`src/design/i2cms_pkg.sv`:
```
// Types, command codes and microcode format for the I2C master bit sequencer.
`timescale 1ns / 1ps

package i2cms_pkg;

   // Command codes
   localparam logic [2:0] CMD_START = 3'd0;
   localparam logic [2:0] CMD_STOP  = 3'd1;
   localparam logic [2:0] CMD_SEND  = 3'd2;
   localparam logic [2:0] CMD_RECV  = 3'd3;
   localparam logic [2:0] CMD_SACK  = 3'd4;
   localparam logic [2:0] CMD_RACK  = 3'd5;

   localparam int UC_ADDR_W = 5;
   localparam int CNT_W     = 3;

   // Microcode entry points
   localparam logic [UC_ADDR_W-1:0] UC_START = 5'd0;
   localparam logic [UC_ADDR_W-1:0] UC_STOP  = 5'd4;
   localparam logic [UC_ADDR_W-1:0] UC_SEND  = 5'd7;
   localparam logic [UC_ADDR_W-1:0] UC_RECV  = 5'd10;
   localparam logic [UC_ADDR_W-1:0] UC_SACK  = 5'd13;
   localparam logic [UC_ADDR_W-1:0] UC_RACK  = 5'd16;
   localparam logic [UC_ADDR_W-1:0] UC_LAST  = 5'd18;

   localparam logic [CNT_W-1:0] CNT_LAST = 3'd7;

   typedef struct packed {
      logic [2:0] command;
      logic [7:0] tx_byte;
      logic       ack_to_send;
      logic [7:0] line_bits;
      logic       line_ack;
   } req_type;

   typedef struct packed {
      logic       scl;
      logic       sda_drive;
      logic [7:0] rx_byte;
      logic       ack_received;
      logic       last;
   } rsp_type;

   typedef enum logic {PIN_SDA, PIN_SCL} pin_type;
   typedef enum logic [1:0] {SRC_ZERO, SRC_ONE, SRC_TX, SRC_ACK} src_type;
   typedef enum logic [1:0] {SEQ_NEXT, SEQ_END, SEQ_LOOP} seq_type;
   typedef enum logic [1:0] {REP_NONE, REP_RX, REP_ACK} rep_type;

   typedef struct packed {
      pin_type                pin;
      src_type                src;
      seq_type                seq;
      logic                   sample;
      rep_type                rep;
      logic [UC_ADDR_W-1:0]   target;
   } ucode_type;

   // Sequencer to datapath control
   typedef struct packed {
      logic             load;
      logic             step;
      logic             fin;
      logic [CNT_W-1:0] cnt;
      ucode_type        cw;
   } dp_ctl_type;

   typedef struct packed {
      logic                 valid;
      logic [UC_ADDR_W-1:0] addr;
   } entry_type;

   function automatic entry_type cmd_entry(input logic [2:0] cmd);
      entry_type e;
      e.valid = 1'b1;
      case (cmd)
         CMD_START: e.addr = UC_START;
         CMD_STOP:  e.addr = UC_STOP;
         CMD_SEND:  e.addr = UC_SEND;
         CMD_RECV:  e.addr = UC_RECV;
         CMD_SACK:  e.addr = UC_SACK;
         CMD_RACK:  e.addr = UC_RACK;
         default: begin
            e.valid = 1'b0;
            e.addr  = UC_START;
         end
      endcase
      return e;
   endfunction

endpackage

```
`src/design/i2cms_ucode_rom.sv`:
```
// Microcode table: one control word per sequencer step.
`timescale 1ns / 1ps

module i2cms_ucode_rom (
   input  logic [i2cms_pkg::UC_ADDR_W-1:0] pc,
   output i2cms_pkg::ucode_type            cw
);
   import i2cms_pkg::*;

   function automatic ucode_type uw(input pin_type p, input src_type s, input seq_type q,
                                    input logic smp, input rep_type r,
                                    input logic [UC_ADDR_W-1:0] t);
      ucode_type w;
      w.pin    = p;
      w.src    = s;
      w.seq    = q;
      w.sample = smp;
      w.rep    = r;
      w.target = t;
      return w;
   endfunction

   always_comb begin
      case (pc)
         // start
         UC_START:        cw = uw(PIN_SDA, SRC_ONE,  SEQ_NEXT, 1'b0, REP_NONE, UC_START);
         UC_START + 5'd1: cw = uw(PIN_SCL, SRC_ONE,  SEQ_NEXT, 1'b0, REP_NONE, UC_START);
         UC_START + 5'd2: cw = uw(PIN_SDA, SRC_ZERO, SEQ_NEXT, 1'b0, REP_NONE, UC_START);
         UC_START + 5'd3: cw = uw(PIN_SCL, SRC_ZERO, SEQ_END,  1'b0, REP_NONE, UC_START);
         // stop
         UC_STOP:         cw = uw(PIN_SDA, SRC_ZERO, SEQ_NEXT, 1'b0, REP_NONE, UC_STOP);
         UC_STOP + 5'd1:  cw = uw(PIN_SCL, SRC_ONE,  SEQ_NEXT, 1'b0, REP_NONE, UC_STOP);
         UC_STOP + 5'd2:  cw = uw(PIN_SDA, SRC_ONE,  SEQ_END,  1'b0, REP_NONE, UC_STOP);
         // send byte, eight passes
         UC_SEND:         cw = uw(PIN_SDA, SRC_TX,   SEQ_NEXT, 1'b0, REP_NONE, UC_SEND);
         UC_SEND + 5'd1:  cw = uw(PIN_SCL, SRC_ONE,  SEQ_NEXT, 1'b0, REP_NONE, UC_SEND);
         UC_SEND + 5'd2:  cw = uw(PIN_SCL, SRC_ZERO, SEQ_LOOP, 1'b0, REP_NONE, UC_SEND);
         // receive byte: release, then eight sample passes
         UC_RECV:         cw = uw(PIN_SDA, SRC_ONE,  SEQ_NEXT, 1'b0, REP_NONE, UC_RECV);
         UC_RECV + 5'd1:  cw = uw(PIN_SCL, SRC_ONE,  SEQ_NEXT, 1'b1, REP_NONE, UC_RECV);
         UC_RECV + 5'd2:  cw = uw(PIN_SCL, SRC_ZERO, SEQ_LOOP, 1'b0, REP_RX,
                                  UC_RECV + 5'd1);
         // send ack
         UC_SACK:         cw = uw(PIN_SDA, SRC_ACK,  SEQ_NEXT, 1'b0, REP_NONE, UC_SACK);
         UC_SACK + 5'd1:  cw = uw(PIN_SCL, SRC_ONE,  SEQ_NEXT, 1'b0, REP_NONE, UC_SACK);
         UC_SACK + 5'd2:  cw = uw(PIN_SCL, SRC_ZERO, SEQ_END,  1'b0, REP_NONE, UC_SACK);
         // receive ack
         UC_RACK:         cw = uw(PIN_SDA, SRC_ONE,  SEQ_NEXT, 1'b0, REP_NONE, UC_RACK);
         UC_RACK + 5'd1:  cw = uw(PIN_SCL, SRC_ONE,  SEQ_NEXT, 1'b0, REP_NONE, UC_RACK);
         UC_LAST:         cw = uw(PIN_SCL, SRC_ZERO, SEQ_END,  1'b0, REP_ACK,  UC_RACK);
         default:         cw = uw(PIN_SCL, SRC_ZERO, SEQ_END,  1'b0, REP_NONE, UC_START);
      endcase
   end

endmodule

```
`src/design/i2cms_datapath.sv`:
```
// Pin level registers, command hold register and receive shifter.
`timescale 1ns / 1ps

module i2cms_datapath (
   input  logic                  clock,
   input  logic                  reset,
   input  i2cms_pkg::req_type    req_payload,
   input  i2cms_pkg::dp_ctl_type ctl,
   output i2cms_pkg::rsp_type    result
);
   import i2cms_pkg::*;

   req_type    cmd_ff, cmd_in;
   logic       scl_ff, scl_in;
   logic       sda_ff, sda_in;
   logic [7:0] rx_ff, rx_in;
   logic       value;
   logic [2:0] bit_idx;

   // passes run bit 7 first
   assign bit_idx = ~ctl.cnt;

   always_comb begin
      case (ctl.cw.src)
         SRC_ZERO: value = 1'b0;
         SRC_ONE:  value = 1'b1;
         SRC_TX:   value = cmd_ff.tx_byte[bit_idx];
         SRC_ACK:  value = cmd_ff.ack_to_send;
         default:  value = 1'b1;
      endcase
   end

   always_comb begin
      cmd_in = ctl.load ? req_payload : cmd_ff;
      scl_in = scl_ff;
      sda_in = sda_ff;
      rx_in  = rx_ff;
      if (ctl.load) begin
         rx_in = '0;
      end else if (ctl.step) begin
         if (ctl.cw.pin == PIN_SCL) begin
            scl_in = value;
         end else begin
            sda_in = value;
         end
         if (ctl.cw.sample) begin
            rx_in = {rx_ff[6:0], cmd_ff.line_bits[bit_idx]};
         end
      end
   end

   always_comb begin
      result.scl          = scl_in;
      result.sda_drive    = sda_in;
      result.rx_byte      = (ctl.fin && ctl.cw.rep == REP_RX) ? rx_ff : 8'd0;
      result.ack_received = ctl.fin && ctl.cw.rep == REP_ACK && cmd_ff.line_ack;
      result.last         = ctl.fin;
   end

   always_ff @(posedge clock) begin
      if (reset) begin
         scl_ff <= 1'b1;
         sda_ff <= 1'b1;
      end else begin
         scl_ff <= scl_in;
         sda_ff <= sda_in;
      end
      cmd_ff <= cmd_in;
      rx_ff  <= rx_in;
   end

endmodule

```
`src/design/i2c_master_bit_sequencer.sv`:
```
// Top level: microcoded I2C master pin-write sequencer with registered result channel.
// A command is taken only while the sequencer is idle; then one pin write per cycle follows,
// unless the output register holds a stalled result, paced by the microcode step counter
// (3, 4, 17 or 24 writes per command). No new command is taken until the last one is done;
// unused command codes are taken and produce no transaction.
// Reset: both pins released high, sequencer idle, no result pending.
`timescale 1ns / 1ps

module i2c_master_bit_sequencer (
   input  logic               clock,
   input  logic               reset,
   input  logic               req_valid,
   output logic               req_stall,
   input  i2cms_pkg::req_type req_payload,
   output logic               rsp_valid,
   input  logic               rsp_stall,
   output i2cms_pkg::rsp_type rsp_payload
);
   import i2cms_pkg::*;

   // Sequencer state: busy flag, microcode address, bit pass counter
   logic                 busy_ff, busy_in;
   logic [UC_ADDR_W-1:0] pc_ff, pc_in;
   logic [CNT_W-1:0]     cnt_ff, cnt_in;

   // Result register
   logic                 rsp_valid_ff, rsp_valid_in;
   rsp_type              rsp_ff, rsp_in;

   ucode_type            cw;
   dp_ctl_type           ctl;
   entry_type            entry;
   rsp_type              result;
   logic                 accept;
   logic                 step;
   logic                 loop_done;

   i2cms_ucode_rom u_rom (
      .pc (pc_ff),
      .cw (cw)
   );

   i2cms_datapath u_dp (
      .clock       (clock),
      .reset       (reset),
      .req_payload (req_payload),
      .ctl         (ctl),
      .result      (result)
   );

   // One command at a time; a finished result may still sit in the output register.
   assign req_stall = busy_ff;
   assign accept    = req_valid && !busy_ff;
   assign entry     = cmd_entry(req_payload.command);

   // A step runs only when the output register can take its pin write.
   assign step      = busy_ff && (!rsp_valid_ff || !rsp_stall);
   assign loop_done = (cnt_ff == CNT_LAST);

   always_comb begin
      ctl.load = accept;
      ctl.step = step;
      ctl.cnt  = cnt_ff;
      ctl.cw   = cw;
      case (cw.seq)
         SEQ_END:  ctl.fin = 1'b1;
         SEQ_LOOP: ctl.fin = loop_done;
         default:  ctl.fin = 1'b0;
      endcase
   end

   // Next microcode address and pass counter
   always_comb begin
      busy_in = busy_ff;
      pc_in   = pc_ff;
      cnt_in  = cnt_ff;
      if (accept) begin
         busy_in = entry.valid;
         pc_in   = entry.addr;
         cnt_in  = '0;
      end else if (step) begin
         case (cw.seq)
            SEQ_NEXT: pc_in = pc_ff + 5'd1;
            SEQ_END:  busy_in = 1'b0;
            SEQ_LOOP: begin
               if (loop_done) begin
                  busy_in = 1'b0;
                  cnt_in  = '0;
               end else begin
                  pc_in  = cw.target;
                  cnt_in = cnt_ff + 3'd1;
               end
            end
            default:  busy_in = 1'b0;
         endcase
      end
   end

   // Output register loads each pin write, drains on the downstream side
   always_comb begin
      rsp_valid_in = rsp_valid_ff;
      rsp_in       = rsp_ff;
      if (step) begin
         rsp_valid_in = 1'b1;
         rsp_in       = result;
      end else if (!rsp_stall) begin
         rsp_valid_in = 1'b0;
      end
   end

   always_ff @(posedge clock) begin
      if (reset) begin
         busy_ff      <= 1'b0;
         pc_ff        <= UC_START;
         cnt_ff       <= '0;
         rsp_valid_ff <= 1'b0;
      end else begin
         busy_ff      <= busy_in;
         pc_ff        <= pc_in;
         cnt_ff       <= cnt_in;
         rsp_valid_ff <= rsp_valid_in;
      end
      rsp_ff <= rsp_in;
   end

   assign rsp_valid   = rsp_valid_ff;
   assign rsp_payload = rsp_ff;

`ifndef SYNTHESIS
   // Microcode address stays inside the table while a command runs
   a_pc_range: assert property (@(posedge clock) disable iff (reset)
      busy_ff |-> pc_ff <= UC_LAST)
      else $error("microcode address out of range");

   // A known command always starts the sequencer
   a_start: assert property (@(posedge clock) disable iff (reset)
      (accept && entry.valid) |=> busy_ff)
      else $error("valid command did not start sequencer");

   // Pass counter only runs inside the send and receive byte loops
   a_cnt_loop: assert property (@(posedge clock) disable iff (reset)
      (cnt_ff != 3'd0) |-> (busy_ff && pc_ff >= UC_SEND && pc_ff < UC_SACK))
      else $error("pass counter active outside a byte loop");

   // Sampled data only appears on the final write of a command
   a_rx_last: assert property (@(posedge clock) disable iff (reset)
      (rsp_valid_ff && (rsp_ff.rx_byte != 8'd0 || rsp_ff.ack_received)) |-> rsp_ff.last)
      else $error("sampled data on a non-final pin write");
`endif

endmodule
```
`config.mk`:
```
export PLATFORM = sky130hd
export DESIGN_NAME = i2c_master_bit_sequencer
export DESIGN_NICKNAME = d
export VERILOG_FILES = /design/src/design/i2cms_pkg.sv /design/src/design/i2cms_ucode_rom.sv /design/src/design/i2cms_datapath.sv /design/src/design/i2c_master_bit_sequencer.sv
export SDC_FILE = /design/constraint.sdc
export NUM_CORES = 1
export LEC_CHECK = 0
export ABC_AREA = 1
export BUFFER_PORTS_ARGS = -buffer_cell sky130_fd_sc_hd__buf_2
export CAP_MARGIN = 10
export CORE_MARGIN = 2
export CORE_UTILIZATION = 47
export CTS_CLUSTER_SIZE = 40
export DETAILED_ROUTE_END_ITERATION = 12
export PLACE_DENSITY_LB_ADDON = 0.2
export SLEW_MARGIN = 20
export SYNTH_ARGS = -nofsm -noshare
export SYNTH_HDL_FRONTEND = slang
export SYNTH_SLANG_ARGS = --single-unit
export TNS_END_PERCENT = 50
```
`constraint.sdc`:
```
create_clock -name clock -period 4.2 [get_ports clock]
set_clock_uncertainty 0.2 [all_clocks]
set_input_delay 1.05 -clock clock [delete_from_list [all_inputs] [get_ports clock]]
set_output_delay 1.05 -clock clock [all_outputs]
set_load 0.05 [all_outputs]
```
==> impl_metrics.py, run 1 <==
metrics = {
    "outcome": {
        "run_status": "finished clean",
    },
    "logic_synthesis": {
        "synth_cells": 329,
        "synthesis.area_um2": 2990,
        "synth_compound_area_frac": 0.106,
        "yosys.cell_types.count": 36,
        "share_of_synthesized_cell_area_in_full_adder_half_adder_and_majority_cells": 0.0586,
        "synth_top_area_share": 0.302,
        "syn_nets": 368,
        "synth-xor-area-share": 0,
        "synthSimpleGateAreaFrac": 0.238,
        "synth_sequential_area_ratio": 0.523,
        "avgSynthCellArea_um2": 9.08,
        "synth.area.top_cells": "sky130_fd_sc_hd__edfxtp_1 30%, sky130_fd_sc_hd__dfxtp_1 22%, sky130_fd_sc_hd__nand2_1 7.2%, sky130_fd_sc_hd__ha_1 5.9%, sky130_fd_sc_hd__inv_1 4.4%",
        "synthesis.yosys.warnings": 0,
        "synth.area.mux_share": 0,
        "number_of_register_bits_inferred_by_synthesis": 63,
        "synth_top_cell_by_area": "sky130_fd_sc_hd__edfxtp_1",
        "largest_family_of_logic_cells_by_synthesized_area": "simple AND/OR/NAND/NOR gates",
    },
    "cts": {
        "post_cts.repair.setup_buffers": 0,
        "cts.repair.resized": 0,
        "clkTransAtPathRegs_ns": 0.08,
        "clockRootBuffer": "sky130_fd_sc_hd__clkbuf_8",
        "clock_tree_from_tritoncts": "yes",
        "later_pin_clock_latency_in_the_skew_report_ns": 0.35,
        "clockBufferDepth": 2,
        "numClockSinks": 63,
        "cts_made_buffers": 9,
        "post_cts_hold_buffer_count": 0,
        "htree_num_levels": 3,
    },
    "timing": {
        "timing.slew.headroom": 0.626,
        "worst-slew-pin-transition_ns": 0.561,
        "setup_viol_count_final": 0,
        "final-hold-violation-count": 0,
        "tcrit_tclk_final": 0.691,
        "max_freq_mhz": 345,
        "final.setup.tns_ns": 0,
        "grt_setup_unrepaired": "false",
        "fin_crit_ns": 2.90,
        "slew_violations": 0,
    },
    "route": {
        "drt-vias-per-instance": 5.10,
        "remaining_number_of_nets_flagged_by_the_antenna_check_after_routing": 0,
        "wl_um": 5960,
        "dr.pass1.iters": 4,
        "drt_first_iter_violations": 103,
        "routedWlPerCell_um": 13.1,
        "num_vias": 2326,
        "drcViolationCount": 0,
    },
    "worst_setup_path": {
        "cp.required_ns": 4.24,
        "end_kind": "flip-flop",
        "ff2ff_setup_slack_ns": 1.39,
        "cp_max_fo": 17,
        "crit-reg2reg-launch": "cnt_ff[0]",
        "setup.worst_path.start_class": "primary input",
        "critPathArrivalTime_ns": 2.94,
        "timing_worst_setup_path_type": "in -> reg",
        "regToRegEndpoint": "u_rom.cw[10]",
        "worstRegToRegCells": 17,
    },
    "floorplanning": {
        "fp_rows": 29,
        "coreArea_um2": 6240,
        "initial_standard_cell_utilization_of_the_core": 0.479,
        "die_width_um": 83.7,
        "die_h_um": 83.7,
        "floorplan.io_pins": 39,
        "total_die_area_um2": 7010,
    },
    "grt": {
        "via_count_of_the_first_global_routing_pass": 2335,
        "global_route_total_overflow": 0,
        "initial_antenna_violation_count": 0,
        "grt_use_total": 0.187,
        "grt_first_pass_wirelength_um": 10200,
        "grt_start_max_net_pins": 19,
    },
    "final_layout": {
        "area_growth_pct": 15.8,
        "final_cell_mix": "57 x sky130_fd_sc_hd__nand2_1, 38 x sky130_fd_sc_hd__buf_2, 35 x sky130_fd_sc_hd__inv_1",
        "final_nets": 413,
        "drive_above_1_share": 0.235,
        "most_frequent_standard_cell_in_the_layout_excluding_fill_and_tap_cells": "sky130_fd_sc_hd__nand2_1",
        "n_antenna_cell": 0,
        "fillers": 575,
        "final_cell_count_no_fill": 456,
    },
    "place": {
        "post-place-cells": 440,
        "placement.io_buffers": 38,
        "place.detailed.hpwl_um": 4380,
        "gp_congestion": 0.948,
    },
    "min_path": {
        "min_path_type": "reg -> reg",
        "holdCritStartpoint": "u_dp.rx_ff[7]",
        "worst_hold_path.num_cells": 2,
        "timing.hold.worst_endpoint": "u_dp.rx_ff[7]",
    },
    "run": {
        "max_cap_violations": 0,
    },
    "power_and_ir_drop": {
        "p_leak_nw": 1.44,
        "vdd_ir_drop_max_mv": 0.293,
        "power.density_cell_area_nw_per_um2": 455,
    },
}
## per-stage QoR
stage          hold WS (ns)  utilization  instance area, um^2  total power, W  worst slack, ns
2_1_floorplan         0.229            -                 2990        0.000937             1.32
3_5_place_dp          0.250        0.519                 3240         0.00101            0.943
5_1_grt               0.295        0.555                 3460         0.00165             1.17
4_1_cts               0.261        0.555                 3460         0.00159             1.32
6_report              0.256        0.555                 3460         0.00157             1.30
3_3_place_gp          0.251        0.519                 3240         0.00100             1.08
## logic make-up after synthesis
group / count (synthesis)
AOI/OAI and AO/OA: 57
DFF: 63
and+or+nand+nor: 146
buffers and inverters: 49
adders and majority gates: 14
## layer usage
metal / GRT usage / vias up / share of wire
met1: 0.213 / 1087 / 0.44
li1: - / 1185 / -
met4: 0.110 / 0 / 0.026
met3: 0.0504 / 14 / 0.039
met5: 0 / - / 0
met2: 0.313 / 40 / 0.50
## report_power, final
group          switching, W  total, W  leakage (nW)  internal (W)
combinational      0.000193  0.000278         0.780     0.0000851
clock              0.000243  0.000581         0.107      0.000338
sequential        0.0000226  0.000714         0.552      0.000692
## final cells by class
class / count / area, um^2 / share of cell area
repair buffers: 39 / 198 / 0.0571
clock buffers: 10 / 128 / 0.0369
inverters: 44 / 179 / 0.0517
multi-input cells: 217 / 1200 / 0.348
flip-flops and latches: 63 / 1560 / 0.451
clock inverters: 6 / 93.8 / 0.0271
well taps: 77 / 96.3 / 0.0278
## worst max-delay path, stage by stage
cell	delay, ns
sky130_fd_sc_hd__buf_2	0.08
sky130_fd_sc_hd__nand2_1	0.09
sky130_fd_sc_hd__nand2_2	0.15
sky130_fd_sc_hd__clkinv_4	0.17
sky130_fd_sc_hd__nand2_2	0.13
sky130_fd_sc_hd__nand2_4	0.08
sky130_fd_sc_hd__nand2_1	0.08
sky130_fd_sc_hd__nand2_1	0.09
sky130_fd_sc_hd__nor2_2	0.26
sky130_fd_sc_hd__inv_1	0.17
sky130_fd_sc_hd__ha_1	0.31
sky130_fd_sc_hd__inv_1	0.03
sky130_fd_sc_hd__nand2_1	0.06
sky130_fd_sc_hd__nand3_1	0.08
sky130_fd_sc_hd__nand2_1	0.07
sky130_fd_sc_hd__nand2_1	0.05
## synthesized netlist by cell type (all sizes together)
| cell type | instances |
|---|---|
| nand3b | 1 |
| nor2 | 39 |
| clkinv | 3 |
| nor4 | 1 |
| nor3 | 1 |
| o31ai | 1 |
| edfxtp | 30 |
| nand4 | 4 |
| ha | 14 |
| nand2 | 71 |
| o21bai | 2 |
| nand3 | 27 |
| o21ai | 24 |
| a21oi | 22 |
| inv | 41 |
| clkbuf | 1 |
| o2111ai | 1 |
| dfxtp | 33 |
| o211ai | 3 |
| buf | 4 |
| a21boi | 2 |
| o22ai | 1 |
| o221ai | 1 |
| or2 | 2 |
## sequential cells by signal (all words and copies together), names as in the netlist
register     flops
pc_ff            5
rsp_valid        1
rsp_payload     12
u_dp.cmd_ff     18
u_dp.sda_ff      1
cnt_ff           3
u_rom.cw        13
u_dp.rx_ff       8
u_dp.scl_ff      1
req_stall        1
## worst max path at each step
stage | to | start
finish | u_rom.cw[10] | rsp_stall
CTS | u_rom.cw[10] | rsp_stall
global route | u_rom.cw[10] | rsp_stall
floorplan | u_rom.cw[10] | rsp_stall
global placement | u_rom.cw[10] | rsp_stall
detailed placement | u_rom.cw[10] | rsp_stall
(Power assumes the default switching activity.)
==> run 2: changes to the inputs <==
clock period = 2.8 ns   (was 4.2 ns; I/O delays follow)
==> impl_metrics.py, run 2 (synthesis gave the netlist of run 1 again) <==
metrics = {
    "outcome": {
        "run_status": "finished clean",
    },
    "worst_setup_path": {
        "cp_max_fo": 7,
        "critPathArrivalTime_ns": 2.51,
        "cpPeakStageDelay_ns": 0.38,
        "worst_path_most_repeated_cell": "sky130_fd_sc_hd__nand2_1",
        "timing_worst_setup_path_type": "reg -> reg",
        "timing.critical_path.cells": "ha_1 > ha_1 > inv_1 > nand2_1 > nand2_1 > nand2_2 > nand2_4 > nand2_1 > nand2_1 > nor2_4 > inv_1 > ha_1 > inv_1 > nand2_1 > nand3_1 > nand2_1 > nand2_1",
        "end_kind": "flip-flop",
        "setup.worst_path.start_class": "flip-flop",
        "cp.required_ns": 2.82,
        "crit_slowest_cell": "sky130_fd_sc_hd__dfxtp_2",
    },
    "place": {
        "dp_slack_ns": 0.0957,
        "placement.io_buffers": 38,
        "post-place-cells": 445,
        "place.detailed.hpwl_um": 4410,
        "gp_congestion": 0.940,
    },
    "grt": {
        "grt_first_pass_wirelength_um": 10200,
        "initial_antenna_violation_count": 0,
        "via_count_of_the_first_global_routing_pass": 2209,
        "global_route_total_overflow": 0,
        "grt_start_max_net_pins": 19,
        "grt_use_total": 0.185,
    },
    "route": {
        "dr.pass1.iters": 4,
        "drcViolationCount": 0,
        "drt_first_iter_violations": 53,
        "routedWlPerCell_um": 12.8,
        "remaining_number_of_nets_flagged_by_the_antenna_check_after_routing": 0,
        "num_vias": 2268,
        "drt-vias-per-instance": 4.92,
        "wl_um": 5890,
    },
    "final_layout": {
        "final_cell_mix": "57 x sky130_fd_sc_hd__nand2_1, 38 x sky130_fd_sc_hd__buf_2, 35 x sky130_fd_sc_hd__inv_1",
        "largest_register": "u_dp.cmd_ff",
        "area_growth_pct": 17.4,
        "finish.utilization": 0.562,
        "n_antenna_cell": 0,
        "final_cell_count_no_fill": 461,
        "multi_input_comb_area_um2": 1210,
        "largest_register_ffs": 18,
        "fillers": 576,
        "most_frequent_standard_cell_in_the_layout_excluding_fill_and_tap_cells": "sky130_fd_sc_hd__nand2_1",
        "final_nets": 418,
        "drive_above_1_share": 0.250,
        "area.sequential_um2": 1560,
    },
    "cts": {
        "numClockSinks": 63,
        "cts_made_buffers": 9,
        "clock_tree_from_tritoncts": "yes",
        "later_pin_clock_latency_in_the_skew_report_ns": 0.33,
        "clockBufferDepth": 2,
        "post_cts.repair.setup_buffers": 0,
        "clkTransAtPathRegs_ns": 0.07,
        "clockRootBuffer": "sky130_fd_sc_hd__clkbuf_8",
        "htree_num_levels": 3,
    },
    "floorplanning": {
        "initial_standard_cell_utilization_of_the_core": 0.479,
        "total_die_area_um2": 7010,
        "fp_rows": 29,
        "die_h_um": 83.7,
        "coreArea_um2": 6240,
        "floorplan.io_pins": 39,
        "die_width_um": 83.7,
    },
    "timing": {
        "slew_violations": 0,
        "tcrit_tclk_final": 0.889,
        "worst-slew-pin-transition_ns": 0.385,
        "timing.slew.headroom": 0.743,
        "final.setup.tns_ns": 0,
        "grt_setup_unrepaired": "false",
        "final-hold-violation-count": 0,
        "setup_viol_count_final": 0,
        "setup_slack_ns": 0.310,
        "fin_crit_ns": 2.49,
        "max_freq_mhz": 402,
    },
    "power_and_ir_drop": {
        "p_leak_nw": 1.46,
        "total_power_w": 0.00237,
        "vdd_ir_drop_max_mv": 0.342,
        "power.density_cell_area_nw_per_um2": 675,
    },
    "run": {
        "max_cap_violations": 0,
    },
    "min_path": {
        "min_path_type": "reg -> reg",
    },
}
## run 2: changes by cell type in the layout (fill, tap and decap cells not counted), sizes merged
cell | previous run | this run
buf | 39 | 44
inv | 42 | 41
clkinvlp | 1 | 2
## run 2: cell type report
class | instances | area share
clock buffers | 10 | 0.0392
clock inverters | 6 | 0.0239
inverters | 44 | 0.0510
multi-input cells | 217 | 0.346
flip-flops and latches | 63 | 0.446
well taps | 77 | 0.0275
repair buffers | 44 | 0.0671
## run 2: final timing paths
| path | start | endpoint | slack [ns] | cells past startpoint |
|---|---|---|---|---|
| max | cnt_ff[1] | u_rom.cw[10] | 0.31 | 17 |
| min | u_dp.rx_ff[7] | u_dp.rx_ff[7] | 0.26 | 2 |
| max reg2reg | cnt_ff[1] | u_rom.cw[10] | 0.31 | 17 |
| min reg2reg | u_dp.rx_ff[7] | u_dp.rx_ff[7] | 0.26 | 2 |
## run 2: worst max-delay path: cells and delay by family, from the launching register on
| family | cells | cell delay [ns] |
|---|---|---|
| adders and majority gates | 3 | 0.60 |
| buffers and inverters | 3 | 0.24 |
| and+or+nand+nor | 11 | 0.94 |
| DFF | 1 | 0.38 |
## run 2: stage by stage
step / hold WS (ns) / cell area (um^2)
floorplan: 0.229 / 2990
global placement: 0.246 / 3280
detailed placement: 0.248 / 3280
CTS: 0.260 / 3500
global route: 0.301 / 3510
finish: 0.255 / 3510
## run 2: metal layers
metal / routed length, um / track usage / up-vias
li1: - / - / 1187
met1: 2660 / 0.228 / 1025
met2: 2880 / 0.305 / 42
met3: 226 / 0.0475 / 14
met4: 121 / 0.0806 / 0
met5: 0 / 0 / -
## run 2: report_power, final
part	switching (W)	internal [W]
Sequential	0.0000326	0.00104
Clock	0.000346	0.000520
Combinational	0.000295	0.000138
## run 2: repair_timing
item                       CTS  global route
hold buffers                 0             0
setup endpoints to repair    0             4
resized for setup            0             3
==> run 3: changes to the inputs <==
CORE_MARGIN = 3   (was 2)
CORE_UTILIZATION = 57   (was 47)
CTS_CLUSTER_SIZE = not set   (was 40)
==> impl_metrics.py, run 3 (synthesis gave the netlist of run 1 again) <==
metrics = {
    "timing": {
        "setup_viol_count_final": 0,
        "final.setup.tns_ns": 0,
        "tcrit_tclk_final": 0.889,
        "max_freq_mhz": 402,
        "timing.slew.headroom": 0.733,
        "slew_violations": 0,
        "fin_crit_ns": 2.49,
        "grt_setup_unrepaired": "false",
        "worst-slew-pin-transition_ns": 0.400,
        "final-hold-violation-count": 0,
    },
    "power_and_ir_drop": {
        "total_power_w": 0.00227,
        "p_leak_nw": 1.45,
        "vdd_ir_drop_max_mv": 0.412,
        "power.density_cell_area_nw_per_um2": 657,
    },
    "min_path": {
        "holdCritStartpoint": "u_dp.rx_ff[7]",
        "min_path_type": "reg -> reg",
    },
    "final_layout": {
        "largest_register_ffs": 18,
        "final_cell_mix": "57 x sky130_fd_sc_hd__nand2_1, 38 x sky130_fd_sc_hd__buf_2, 35 x sky130_fd_sc_hd__inv_1",
        "most_frequent_standard_cell_in_the_layout_excluding_fill_and_tap_cells": "sky130_fd_sc_hd__nand2_1",
        "n_antenna_cell": 0,
        "area_growth_pct": 15.6,
        "largest_register": "u_dp.cmd_ff",
        "final_nets": 417,
        "design_area_um2": 3450,
        "drive_above_1_share": 0.245,
        "finish.utilization": 0.708,
    },
    "floorplanning": {
        "coreArea_um2": 4880,
        "die_h_um": 78.4,
        "die_width_um": 78.4,
        "total_die_area_um2": 6150,
        "floorplan.io_pins": 39,
        "fp_rows": 25,
        "initial_standard_cell_utilization_of_the_core": 0.612,
    },
    "worst_setup_path": {
        "critPathArrivalTime_ns": 2.52,
        "cp_max_fo": 8,
        "crit_start": "u_rom.cw[8]",
        "cp.required_ns": 2.83,
        "end_kind": "flip-flop",
        "setup.worst_path.start_class": "flip-flop",
        "crit-reg2reg-launch": "u_rom.cw[8]",
        "timing_worst_setup_path_type": "reg -> reg",
    },
    "route": {
        "drt-vias-per-instance": 5.04,
        "wl_um": 5980,
        "num_vias": 2269,
        "routedWlPerCell_um": 13.3,
        "dr.pass1.iters": 4,
        "drt_first_iter_violations": 115,
        "drcViolationCount": 0,
        "remaining_number_of_nets_flagged_by_the_antenna_check_after_routing": 0,
    },
    "run": {
        "max_cap_violations": 0,
    },
    "place": {
        "placement.io_buffers": 38,
        "place.detailed.hpwl_um": 4420,
        "gp_congestion": 0.913,
        "postPlaceCellArea_um2": 3260,
    },
    "grt": {
        "via_count_of_the_first_global_routing_pass": 2276,
        "grt_start_max_net_pins": 23,
        "global_route_total_overflow": 0,
        "grt_use_total": 0.220,
        "initial_antenna_violation_count": 0,
        "grt_first_pass_wirelength_um": 10300,
    },
    "cts": {
        "clkTransAtPathRegs_ns": 0.07,
        "htree_num_levels": 3,
        "clockRootBuffer": "sky130_fd_sc_hd__clkbuf_8",
        "cts.repair.resized": 0,
        "post_cts.repair.setup_buffers": 0,
        "numClockSinks": 63,
        "cts_made_buffers": 9,
        "clock_tree_from_tritoncts": "yes",
        "post_cts_hold_buffer_count": 0,
        "later_pin_clock_latency_in_the_skew_report_ns": 0.34,
        "clockBufferDepth": 2,
    },
    "outcome": {
        "run_status": "finished clean",
    },
}
-- run 3: worst max-delay path, cell delays in order (launching register included) --
cell and delay [ns]:
sky130_fd_sc_hd__dfxtp_1 0.31, sky130_fd_sc_hd__inv_1 0.08, sky130_fd_sc_hd__ha_1 0.40, sky130_fd_sc_hd__inv_4 0.10, sky130_fd_sc_hd__nand2_2 0.08, sky130_fd_sc_hd__nand2_1 0.06
sky130_fd_sc_hd__nand2_2 0.10, sky130_fd_sc_hd__nand2_4 0.08, sky130_fd_sc_hd__nand2_1 0.08, sky130_fd_sc_hd__nand2_1 0.09, sky130_fd_sc_hd__nor2_2 0.11, sky130_fd_sc_hd__inv_1 0.12
sky130_fd_sc_hd__ha_1 0.30, sky130_fd_sc_hd__inv_1 0.04, sky130_fd_sc_hd__nand2_1 0.06, sky130_fd_sc_hd__nand3_1 0.07, sky130_fd_sc_hd__nand2_1 0.07, sky130_fd_sc_hd__nand2_1 0.05
-- run 3: worst paths after layout --
path                         to  slack, ns  cells after the start
setup / recovery   u_rom.cw[10]       0.31                     17
hold / removal    u_dp.rx_ff[7]       0.27                      2
setup reg to reg   u_rom.cw[10]       0.31                     17
hold reg to reg   u_dp.rx_ff[7]       0.27                      2
-- run 3: final cells by class --
type / count / area, um^2
Inverter: 44 / 179
Clock buffer: 9 / 124
Tap cell: 67 / 83.8
Multi-Input combinational cell: 217 / 1200
Sequential cell: 63 / 1560
Clock inverter: 7 / 72.6
Timing Repair Buffer: 43 / 228
Fill cell: 375 / 1430
-- run 3: power breakdown --
group / internal (W) / switching, W / total (W) / leakage (nW)
clock network: 0.000411 / 0.000359 / 0.000770 / 0.0956
registers: 0.00104 / 0.0000349 / 0.00107 / 0.552
logic: 0.000135 / 0.000292 / 0.000427 / 0.801
total: 0.00158 / 0.000686 / 0.00227 / 1.45
-- run 3: per-stage QoR --
stage	hold WS (ns)	instances	setup slack, ns
after floorplan	0.229	329	0.257
after global placement	0.247	434	0.285
after detailed placement	0.261	434	0.275
after CTS	0.272	450	0.315
after global routing	0.308	450	0.0782
final	0.271	450	0.309
-- run 3: routing by layer --
layer | wire, um | global-route usage | vias to the layer above | share of wire
met5 | 0 | 0 | - | 0
met4 | 91 | 0.0944 | 0 | 0.015
met3 | 229 | 0.0585 | 7 | 0.038
met2 | 3080 | 0.377 | 48 | 0.51
met1 | 2580 | 0.260 | 1022 | 0.43
li1 | - | - | 1192 | -
